File: src/rtl/core/bmp_rle8_row_decoder_top_assert.svh
// Assertion macros for the BMP RLE8 row decoder.
// Used by bmp_rle8_row_decoder_top; expects clk_i and rst_ni in scope.
`ifndef BMP_RLE8_ROW_DECODER_TOP_ASSERT_SVH
`define BMP_RLE8_ROW_DECODER_TOP_ASSERT_SVH

// Same-cycle implication, checked outside reset.
`define BMPRLE8_ASSERT_NOW(lbl, ante, cons, msg) \
  lbl: assert property (@(posedge clk_i) disable iff (!rst_ni) (ante) |-> (cons)) \
    else $error(msg);

// Next-cycle implication, checked outside reset.
`define BMPRLE8_ASSERT_NEXT(lbl, ante, cons, msg) \
  lbl: assert property (@(posedge clk_i) disable iff (!rst_ni) (ante) |=> (cons)) \
    else $error(msg);

`endif

File: src/rtl/core/bmprle8_pkg.sv
// Shared types and constants for the BMP RLE8 row decoder.
// No dependencies; imported by bmp_rle8_row_decoder_top and its testbench.
package bmprle8_pkg;

  // Size limits and field widths.
  localparam int unsigned MAX_WIDTH  = 4096;
  localparam int unsigned MAX_HEIGHT = 4096;
  localparam int unsigned CFG_W      = 13;
  localparam int unsigned POS_W      = 13;
  localparam int unsigned X_W        = 12;
  localparam int unsigned BYTE_W     = 8;
  localparam int unsigned IDX_W      = 2;

  // Register reset values.
  localparam logic [CFG_W-1:0] WIDTH_RST  = CFG_W'(480);
  localparam logic [CFG_W-1:0] HEIGHT_RST = CFG_W'(320);

  // Configuration register indexes.
  localparam logic [IDX_W-1:0] CFG_IDX_WIDTH  = IDX_W'(0);
  localparam logic [IDX_W-1:0] CFG_IDX_HEIGHT = IDX_W'(1);

  // Input beat action codes.
  typedef enum logic [1:0] {
    ACT_START = 2'd0,
    ACT_DATA  = 2'd1,
    ACT_END   = 2'd2
  } action_e;

  // Stream parser phase.
  typedef enum logic [2:0] {
    PH_DONE = 3'd0,
    PH_CMD1 = 3'd1,
    PH_CMD2 = 3'd2,
    PH_DX   = 3'd3,
    PH_DY   = 3'd4,
    PH_LIT  = 3'd5,
    PH_PAD  = 3'd6
  } phase_e;

  // Second byte of an escape command.
  localparam logic [BYTE_W-1:0] ESC_EOL   = BYTE_W'(0);
  localparam logic [BYTE_W-1:0] ESC_EOB   = BYTE_W'(1);
  localparam logic [BYTE_W-1:0] ESC_DELTA = BYTE_W'(2);

  // One result beat.
  typedef struct packed {
    logic              span_valid;
    logic [X_W-1:0]    span_x;
    logic [BYTE_W-1:0] span_length;
    logic [BYTE_W-1:0] pixel_value;
    logic              row_done;
    logic              image_done;
    logic              stream_error;
  } result_t;

endpackage

File: src/rtl/core/bmp_rle8_row_decoder_top.sv
// Top level of the BMP RLE8 row decoder: parser, position tracking, output buffer.
// Depends on bmprle8_pkg and bmp_rle8_row_decoder_top_assert.svh.
//
// Usage:
// The input channel (in_valid_i / in_stall_o) carries one beat per stream
// byte: action_i selects start of image, data byte or end of stream, and
// data_byte_i holds the compressed byte. Each accepted beat produces zero or
// one result beat on the output channel (out_valid_o / out_stall_i): a pixel
// span within the current row, plus row done, image done and stream error
// flags. Beats that only advance the parser produce no result.
// Each result goes to the result register when it is empty or being taken,
// else to the skid register. Throughput is one byte per cycle while in_stall_o
// is low; the parser state registers update on each accepted beat.
// The output side has a result register and a one-entry skid register, so an
// input beat is still taken while a result waits; in_stall_o rises only once
// the skid entry is occupied and falls when the receiver takes a result.
// Configuration writes (cfg_valid_i / cfg_ready_o) set the image width and
// height; the user must issue them only while the decoder is idle, which the
// block does not enforce. Reset sets width 480 and height 320 and leaves the
// parser stopped until a start beat arrives; bytes before it are ignored.
`include "bmp_rle8_row_decoder_top_assert.svh"

module bmp_rle8_row_decoder_top (
  input  logic                            clk_i,
  input  logic                            rst_ni,
  // Configuration write channel
  input  logic                            cfg_valid_i,
  output logic                            cfg_ready_o,
  input  logic [bmprle8_pkg::IDX_W-1:0]   cfg_index_i,
  input  logic [bmprle8_pkg::CFG_W-1:0]   cfg_data_i,
  // Input byte channel
  input  logic                            in_valid_i,
  output logic                            in_stall_o,
  input  logic [1:0]                      action_i,
  input  logic [bmprle8_pkg::BYTE_W-1:0]  data_byte_i,
  // Result channel
  output logic                            out_valid_o,
  input  logic                            out_stall_i,
  output logic                            span_valid_o,
  output logic [bmprle8_pkg::X_W-1:0]     span_x_o,
  output logic [bmprle8_pkg::BYTE_W-1:0]  span_length_o,
  output logic [bmprle8_pkg::BYTE_W-1:0]  pixel_value_o,
  output logic                            row_done_o,
  output logic                            image_done_o,
  output logic                            stream_error_o
);
  import bmprle8_pkg::*;

  // Configuration registers.
  logic [CFG_W-1:0] width_q, height_q;

  // Parser state.
  phase_e            phase_q, phase_d;
  logic [BYTE_W-1:0] first_q, first_d;
  logic [BYTE_W-1:0] dx_q, dx_d;
  logic [BYTE_W-1:0] lit_q, lit_d;
  logic              pad_q, pad_d;
  logic [POS_W-1:0]  col_q, col_d;
  logic [POS_W-1:0]  line_q, line_d;

  // Output buffer.
  result_t out_q, skid_q, res;
  logic    out_valid_q, skid_valid_q;

  // Working values.
  logic [POS_W-1:0]  eff_w, eff_h;
  logic [POS_W:0]    run_sum, dx_sum, line_sum;
  logic [POS_W-1:0]  col_room;
  logic [BYTE_W-1:0] run_len;
  logic              row_chk;
  logic              res_valid, in_accept, out_pop, res_push;

  // Configuration writes are always taken.
  assign cfg_ready_o = 1'b1;

  always_ff @(posedge clk_i or negedge rst_ni) begin
    if (!rst_ni) begin
      width_q  <= WIDTH_RST;
      height_q <= HEIGHT_RST;
    end else if (cfg_valid_i && cfg_ready_o) begin
      if (cfg_index_i == CFG_IDX_WIDTH) begin
        width_q <= cfg_data_i;
      end else if (cfg_index_i == CFG_IDX_HEIGHT) begin
        height_q <= cfg_data_i;
      end
    end
  end

  // Effective sizes: zero acts as one, and values are capped at the maximum.
  always_comb begin
    if (width_q == '0) begin
      eff_w = POS_W'(1);
    end else if (width_q > CFG_W'(MAX_WIDTH)) begin
      eff_w = POS_W'(MAX_WIDTH);
    end else begin
      eff_w = width_q;
    end
    if (height_q == '0) begin
      eff_h = POS_W'(1);
    end else if (height_q > CFG_W'(MAX_HEIGHT)) begin
      eff_h = POS_W'(MAX_HEIGHT);
    end else begin
      eff_h = height_q;
    end
  end

  // Shared arithmetic for runs and deltas.
  assign run_sum  = {1'b0, col_q} + {{(POS_W+1-BYTE_W){1'b0}}, first_q};
  assign dx_sum   = {1'b0, col_q} + {{(POS_W+1-BYTE_W){1'b0}}, dx_q};
  assign line_sum = {1'b0, line_q} + {{(POS_W+1-BYTE_W){1'b0}}, data_byte_i};
  assign col_room = eff_w - col_q;
  assign run_len  = (col_room > POS_W'(first_q)) ? first_q : col_room[BYTE_W-1:0];

  // Next parser state and the result for the current input beat.
  always_comb begin
    phase_d = phase_q;
    first_d = first_q;
    dx_d    = dx_q;
    lit_d   = lit_q;
    pad_d   = pad_q;
    col_d   = col_q;
    line_d  = line_q;
    res     = '0;
    row_chk = 1'b0;

    case (action_i)
      ACT_START: begin
        col_d   = '0;
        line_d  = '0;
        first_d = '0;
        dx_d    = '0;
        lit_d   = '0;
        pad_d   = 1'b0;
        phase_d = PH_CMD1;
      end
      ACT_END: begin
        if (phase_q != PH_DONE) begin
          res.stream_error = 1'b1;
          phase_d          = PH_DONE;
        end
      end
      ACT_DATA: begin
        unique case (phase_q)
          PH_CMD1: begin
            first_d = data_byte_i;
            phase_d = PH_CMD2;
          end
          PH_CMD2: begin
            if (first_q != '0) begin
              // Encoded run, clipped to the row.
              if (col_q < eff_w) begin
                res.span_valid  = 1'b1;
                res.span_x      = col_q[X_W-1:0];
                res.span_length = run_len;
                res.pixel_value = data_byte_i;
              end
              col_d   = (run_sum > {1'b0, eff_w}) ? eff_w : run_sum[POS_W-1:0];
              phase_d = PH_CMD1;
              row_chk = 1'b1;
            end else if (data_byte_i == ESC_EOL) begin
              col_d   = eff_w;
              phase_d = PH_CMD1;
              row_chk = 1'b1;
            end else if (data_byte_i == ESC_EOB) begin
              res.image_done = 1'b1;
              phase_d        = PH_DONE;
            end else if (data_byte_i == ESC_DELTA) begin
              phase_d = PH_DX;
            end else begin
              // Absolute mode; odd counts are followed by a pad byte.
              lit_d   = data_byte_i;
              pad_d   = data_byte_i[0];
              phase_d = PH_LIT;
            end
          end
          PH_DX: begin
            dx_d    = data_byte_i;
            phase_d = PH_DY;
          end
          PH_DY: begin
            col_d   = (dx_sum >= {1'b0, eff_w}) ? (eff_w - POS_W'(1)) : dx_sum[POS_W-1:0];
            line_d  = line_sum[POS_W-1:0];
            phase_d = PH_CMD1;
            if (line_sum >= {1'b0, eff_h}) begin
              res.image_done = 1'b1;
              phase_d        = PH_DONE;
            end
          end
          PH_LIT: begin
            if (col_q < eff_w) begin
              res.span_valid  = 1'b1;
              res.span_x      = col_q[X_W-1:0];
              res.span_length = BYTE_W'(1);
              res.pixel_value = data_byte_i;
              col_d           = col_q + POS_W'(1);
            end
            if (lit_q != '0) begin
              lit_d = lit_q - BYTE_W'(1);
            end
            if (lit_d == '0) begin
              if (pad_q) begin
                phase_d = PH_PAD;
              end else begin
                phase_d = PH_CMD1;
                row_chk = 1'b1;
              end
            end
          end
          PH_PAD: begin
            pad_d   = 1'b0;
            phase_d = PH_CMD1;
            row_chk = 1'b1;
          end
          PH_DONE: begin
            // Bytes are ignored while stopped.
          end
          default: begin
            phase_d = PH_DONE;
          end
        endcase
      end
      default: begin
        // Unused action code: no effect.
      end
    endcase

    // Row completion once the column reaches the width.
    if (row_chk && (col_d >= eff_w)) begin
      res.row_done = 1'b1;
      col_d        = '0;
      line_d       = line_q + POS_W'(1);
      if (line_d >= eff_h) begin
        res.image_done = 1'b1;
        phase_d        = PH_DONE;
      end
    end
  end

  assign res_valid = res.span_valid | res.row_done | res.image_done | res.stream_error;

  // Handshakes: input is held off only while the skid entry is full.
  assign in_stall_o = skid_valid_q;
  assign in_accept  = in_valid_i && !in_stall_o;
  assign out_pop    = out_valid_q && !out_stall_i;
  assign res_push   = in_accept && res_valid;

  // Parser state registers.
  always_ff @(posedge clk_i or negedge rst_ni) begin
    if (!rst_ni) begin
      phase_q <= PH_DONE;
      first_q <= '0;
      dx_q    <= '0;
      lit_q   <= '0;
      pad_q   <= 1'b0;
      col_q   <= '0;
      line_q  <= '0;
    end else if (in_accept) begin
      phase_q <= phase_d;
      first_q <= first_d;
      dx_q    <= dx_d;
      lit_q   <= lit_d;
      pad_q   <= pad_d;
      col_q   <= col_d;
      line_q  <= line_d;
    end
  end

  // Output buffer occupancy.
  always_ff @(posedge clk_i or negedge rst_ni) begin
    if (!rst_ni) begin
      out_valid_q  <= 1'b0;
      skid_valid_q <= 1'b0;
    end else if (skid_valid_q) begin
      if (out_pop) begin
        skid_valid_q <= 1'b0;
      end
    end else if (res_push) begin
      if (!out_valid_q || out_pop) begin
        out_valid_q <= 1'b1;
      end else begin
        skid_valid_q <= 1'b1;
      end
    end else if (out_pop) begin
      out_valid_q <= 1'b0;
    end
  end

  // Output buffer payload.
  always_ff @(posedge clk_i) begin
    if (skid_valid_q) begin
      if (out_pop) begin
        out_q <= skid_q;
      end
    end else if (res_push) begin
      if (!out_valid_q || out_pop) begin
        out_q <= res;
      end else begin
        skid_q <= res;
      end
    end
  end

  assign out_valid_o    = out_valid_q;
  assign span_valid_o   = out_q.span_valid;
  assign span_x_o       = out_q.span_x;
  assign span_length_o  = out_q.span_length;
  assign pixel_value_o  = out_q.pixel_value;
  assign row_done_o     = out_q.row_done;
  assign image_done_o   = out_q.image_done;
  assign stream_error_o = out_q.stream_error;

  // Checks on the buffer and the position tracking.
  `BMPRLE8_ASSERT_NOW(a_skid_needs_out, skid_valid_q, out_valid_q, "skid entry without result")
  `BMPRLE8_ASSERT_NOW(a_result_not_empty, out_valid_q, (out_q.span_valid || out_q.row_done || out_q.image_done || out_q.stream_error), "empty result beat")
  `BMPRLE8_ASSERT_NOW(a_span_nonzero, out_valid_q && out_q.span_valid, out_q.span_length != '0, "zero length span")
  `BMPRLE8_ASSERT_NEXT(a_stalled_push_skids, out_valid_q && out_stall_i && res_push, skid_valid_q, "result lost while stalled")
  `BMPRLE8_ASSERT_NOW(a_col_bounded, 1'b1, col_q <= POS_W'(MAX_WIDTH), "column beyond maximum width")

endmodule

File: config.mk
export PLATFORM = sky130hd
export DESIGN_NAME = bmp_rle8_row_decoder_top
export DESIGN_NICKNAME = d
export VERILOG_FILES = /design/src/rtl/core/bmprle8_pkg.sv /design/src/rtl/core/bmp_rle8_row_decoder_top.sv
export VERILOG_INCLUDE_DIRS = /design/src /design/src/rtl/core
export SDC_FILE = /design/constraint.sdc
export NUM_CORES = 1
export LEC_CHECK = 0
export BUFFER_PORTS_ARGS = -buffer_cell sky130_fd_sc_hd__buf_2
export CORE_MARGIN = 2
export CORE_UTILIZATION = 58
export CTS_BUF_LIST = sky130_fd_sc_hd__clkbuf_2 sky130_fd_sc_hd__clkbuf_4 sky130_fd_sc_hd__clkbuf_8
export DETAILED_ROUTE_END_ITERATION = 10
export MAX_ROUTING_LAYER = met4
export PLACE_DENSITY = 0.78
export SYNTH_ARGS = -nofsm -noshare
export SYNTH_HDL_FRONTEND = slang
export SYNTH_SLANG_ARGS = --single-unit
File: constraint.sdc
create_clock -name clk_i -period 8.95 [get_ports clk_i]
set_clock_uncertainty 0.15 [all_clocks]
set_input_delay 1.3425 -clock clk_i [delete_from_list [all_inputs] [get_ports clk_i]]
set_output_delay 1.3425 -clock clk_i [all_outputs]
set_load 0.02 [all_outputs]
==> results.json <==
{
  "syn2layout_area_growth_pct": 8.575,
  "postSynthNetCount": 1492,
  "post-dp-hpwl_mm": 26.67,
  "die_x_um": 146.8,
  "core_region_area_um2": 20100,
  "tritoncts_clock_tree": "done",
  "root_buffer": "clkbuf_8",
  "timing.hold.worst.class": "register to register",
  "final_routed_drc_violation_total": 0,
  "design.die.area_um2": 21540,
  "clock_sink_count": 146,
  "report.final.slew_viol_count": 0,
  "cp_data_required_time_ns": 8.96,
  "synth_fa_ha_area_share_pct": 12.83,
  "synth_cells": 1344,
  "tns_ns": 0,
  "post_drt_via_cell_ratio": 6.451,
  "n_antenna_cell": 0,
  "detailroute.via_count": 10740,
  "initial_antenna_violation_count": 0,
  "ctsResizeCount": 0,
  "critical_path.slowest_cell": "nor2_2",
  "finalCritPeriodShare_pct": 87.15,
  "synth-xor-area-share_pct": 4.372,
  "wl_per_instance_um": 21.13,
  "layout.cells.most_common_list": "nand2_1 (158), ha_1 (114), o21ai_0 (102), nor2_1 (94), a21oi_1 (80)",
  "detailedRoute.firstIterationViolations": 1002,
  "grt_start_max_net_pins": 78,
  "synth_warnings": 0,
  "postSynthRegisterBits": 146,
  "finalHoldViolCount": 0,
  "port_buffers": 63,
  "synthDistinctLibCells": 80,
  "leakagePower_nw": 5.399,
  "layout_min_cycle_time_ns": 7.800,
  "multiplexer_area_fraction_after_synthesis_pct": 5.780,
  "drt.antenna.violating_nets": 0,
  "worst_slew_pin_slew_ns": 1.129,
  "first_global_vias": 10160,
  "floorplan.rows": 52,
  "arrival_ns": 7.81,
  "worst_hold_slack_ns": 0.3476,
  "mostFrequentLayoutCell": "nand2_1",
  "die_h_um": 146.8,
  "synth_compound_area_share_pct": 20.23,
  "netlist_area_um2": 11820,
  "setup-violations-final": 0,
  "relSlewSlack_pct": 23.78,
  "post_route_cells_drive_above_1_share_pct": 13.41,
  "critical-path-max-stage-delay_ns": 0.66,
  "maximum_fanout_along_the_worst_path": 17,
  "global_route.overflow_total": 0,
  "postSynthAreaPerCell_um2": 8.795,
  "cts_buffers": 17,
  "fmaxAchievable_mhz": 128.2,
  "grt_first_pass_wirelength_mm": 55.86,
  "wirelength_mm": 35.16,
  "wl_met1_mm": 14.85,
  "synth_sequential_area_ratio_pct": 33.68,
  "peakVddDrop_v": 0.0001924,
  "initial_utilization_pct": 58.79,
  "timing_worst_setup_path_type": "register to register",
  "drt_pre_antenna_iters": 8,
  "final_net_count": 1530,
  "dpl-instance-area_um2": 12410,
  "count_of_flip_flops_with_a_built_in_enable_after_synthesis": 64,
  "status": "completed",
  "ys_async_sr_fraction_pct": 56.16,
  "route.met2.wl_mm": 15.87,
  "power-per-cell-area_nw_per_um2": 259.3,
  "synth-main-ff-cell": "dfrtp_1",
  "timing.critical_path.to_type": "register",
  "synth_simple_gate_area_share_pct": 18.87,
  "global_route.usage.total_pct": 34.08,
  "fillCellCount": 1665,
  "drv.max_cap_violation_count": 0,
  "cp_startpoint_kind": "register",
  "maxUsedRoutingLayer": "met4",
  "clk_latency_ns": 0.48,
  "clock_tree.htree_level_count": 4,
  "cts_max_path_buffers": 2,
  "layout.cell_area.non_filler_um2": 12830,
  "routed-wl-met3_mm": 2.821,
  "synth_top_family_by_area": "compound AO/OA/AOI/OAI gates",
  "rsz0062_at_grt": "false",
  "post_cts.repair.setup_buffers": 0,
  "globalplace.congestion": 1.057,
  "num_io_pins": 65,
  "path_clk_slew_ns": 0.11,
  "holdBufCountCts": 0
}
==> cells by family after synthesis <==
group	count (synthesis)
buffers and inverters	128
multiplexers	63
other	1
flip-flops	146
adder cells (fa/ha/maj)	119
XOR/XNOR	59
AND/OR/NAND/NOR	461
AO/OA/AOI/OAI	367
==> path summary, 6_finish.rpt <==
check,start,slack [ns],cells past startpoint,endpoint
max,col_q[0],1.15,32,skid_q[18]
min,dx_q[5],0.35,2,dx_q[5]
max in group asynchronous,rst_ni,6.83,2,height_q[9]
min in group asynchronous,rst_ni,0.50,1,col_q[12]
max reg2reg,col_q[0],1.15,32,skid_q[18]
min reg2reg,dx_q[5],0.35,2,dx_q[5]
==> critical path, delay by kind of cell, from the launching register on <==
| family | cells | cell delay [ns] |
|---|---|---|
| multiplexers | 1 | 0.26 |
| adder cells (fa/ha/maj) | 4 | 1.26 |
| AND/OR/NAND/NOR | 12 | 2.67 |
| AO/OA/AOI/OAI | 10 | 1.58 |
| buffers and inverters | 4 | 0.85 |
| flip-flops | 1 | 0.54 |
| XOR/XNOR | 1 | 0.17 |
==> registers in the layout (all words and copies together), names as in the netlist, 3 cells and up <==
signal	flops
col_q	13
dx_q	8
first_q	8
height_q	13
line_q	13
lit_q	8
phase_q	3
pixel_value_o	8
skid_q	32
span_length_o	8
span_x_o	12
width_q	13
==> cell type report <==
type	count	area (um^2)	area share (%)
clock buffer	17	234.0	1.823
tap	270	337.8	2.632
timing repair buffer	83	467.9	3.646
inverter	64	240.2	1.872
clock inverter	14	190.2	1.482
sequential	146	3981	31.02
multi-input combinational	1070	7382	57.52
==> cell usage after synthesis, types with 17 or more instances <==
| library cell | n | area (um^2) |
|---|---|---|
| a21oi_1 | 80 | 400.4 |
| nor2b_1 | 21 | 131.4 |
| nand2_1 | 158 | 593.1 |
| and3_1 | 19 | 118.9 |
| edfxtp_1 | 64 | 1922 |
| o31ai_1 | 19 | 142.6 |
| mux2_2 | 42 | 473.0 |
| xnor2_1 | 45 | 394.1 |
| ha_1 | 114 | 1426 |
| nor4_1 | 17 | 106.4 |
| mux2i_1 | 21 | 210.2 |
| inv_1 | 60 | 225.2 |
| nand2b_1 | 20 | 125.1 |
| nor2_1 | 95 | 356.6 |
| o211ai_1 | 25 | 187.7 |
| clkbuf_1 | 55 | 206.5 |
| dfrtp_1 | 76 | 1902 |
| nor3_1 | 36 | 180.2 |
| nand3_1 | 36 | 180.2 |
| o21ai_0 | 102 | 510.5 |
==> routing by layer <==
layer	track usage, %	vias to the layer above
met4	14.56	0
li1	-	5050
met3	5.311	107
met2	52.77	503
met1	44.82	5075
met5	-	-
==> where the power goes <==
group | leakage [nW] | switching [mW] | internal (mW)
Clock | 0.213 | 0.294 | 0.285
Sequential | 1.70 | 0.136 | 0.807
Combinational | 3.49 | 1.12 | 0.685
Total | 5.40 | 1.55 | 1.78
==> per-stage QoR <==
stage	utilization (%)	cells	power (mW)	setup slack [ns]
2_1_floorplan	-	1344	2.220	0.05034
3_3_place_gp	61.73	1633	2.684	1.471
3_5_place_dp	61.73	1633	2.706	1.333
4_1_cts	63.83	1664	3.285	1.279
5_1_grt	63.83	1664	3.545	0.5766
6_report	63.83	1664	3.328	1.150
No activity file was read; power rests on OpenSTA's default activity.
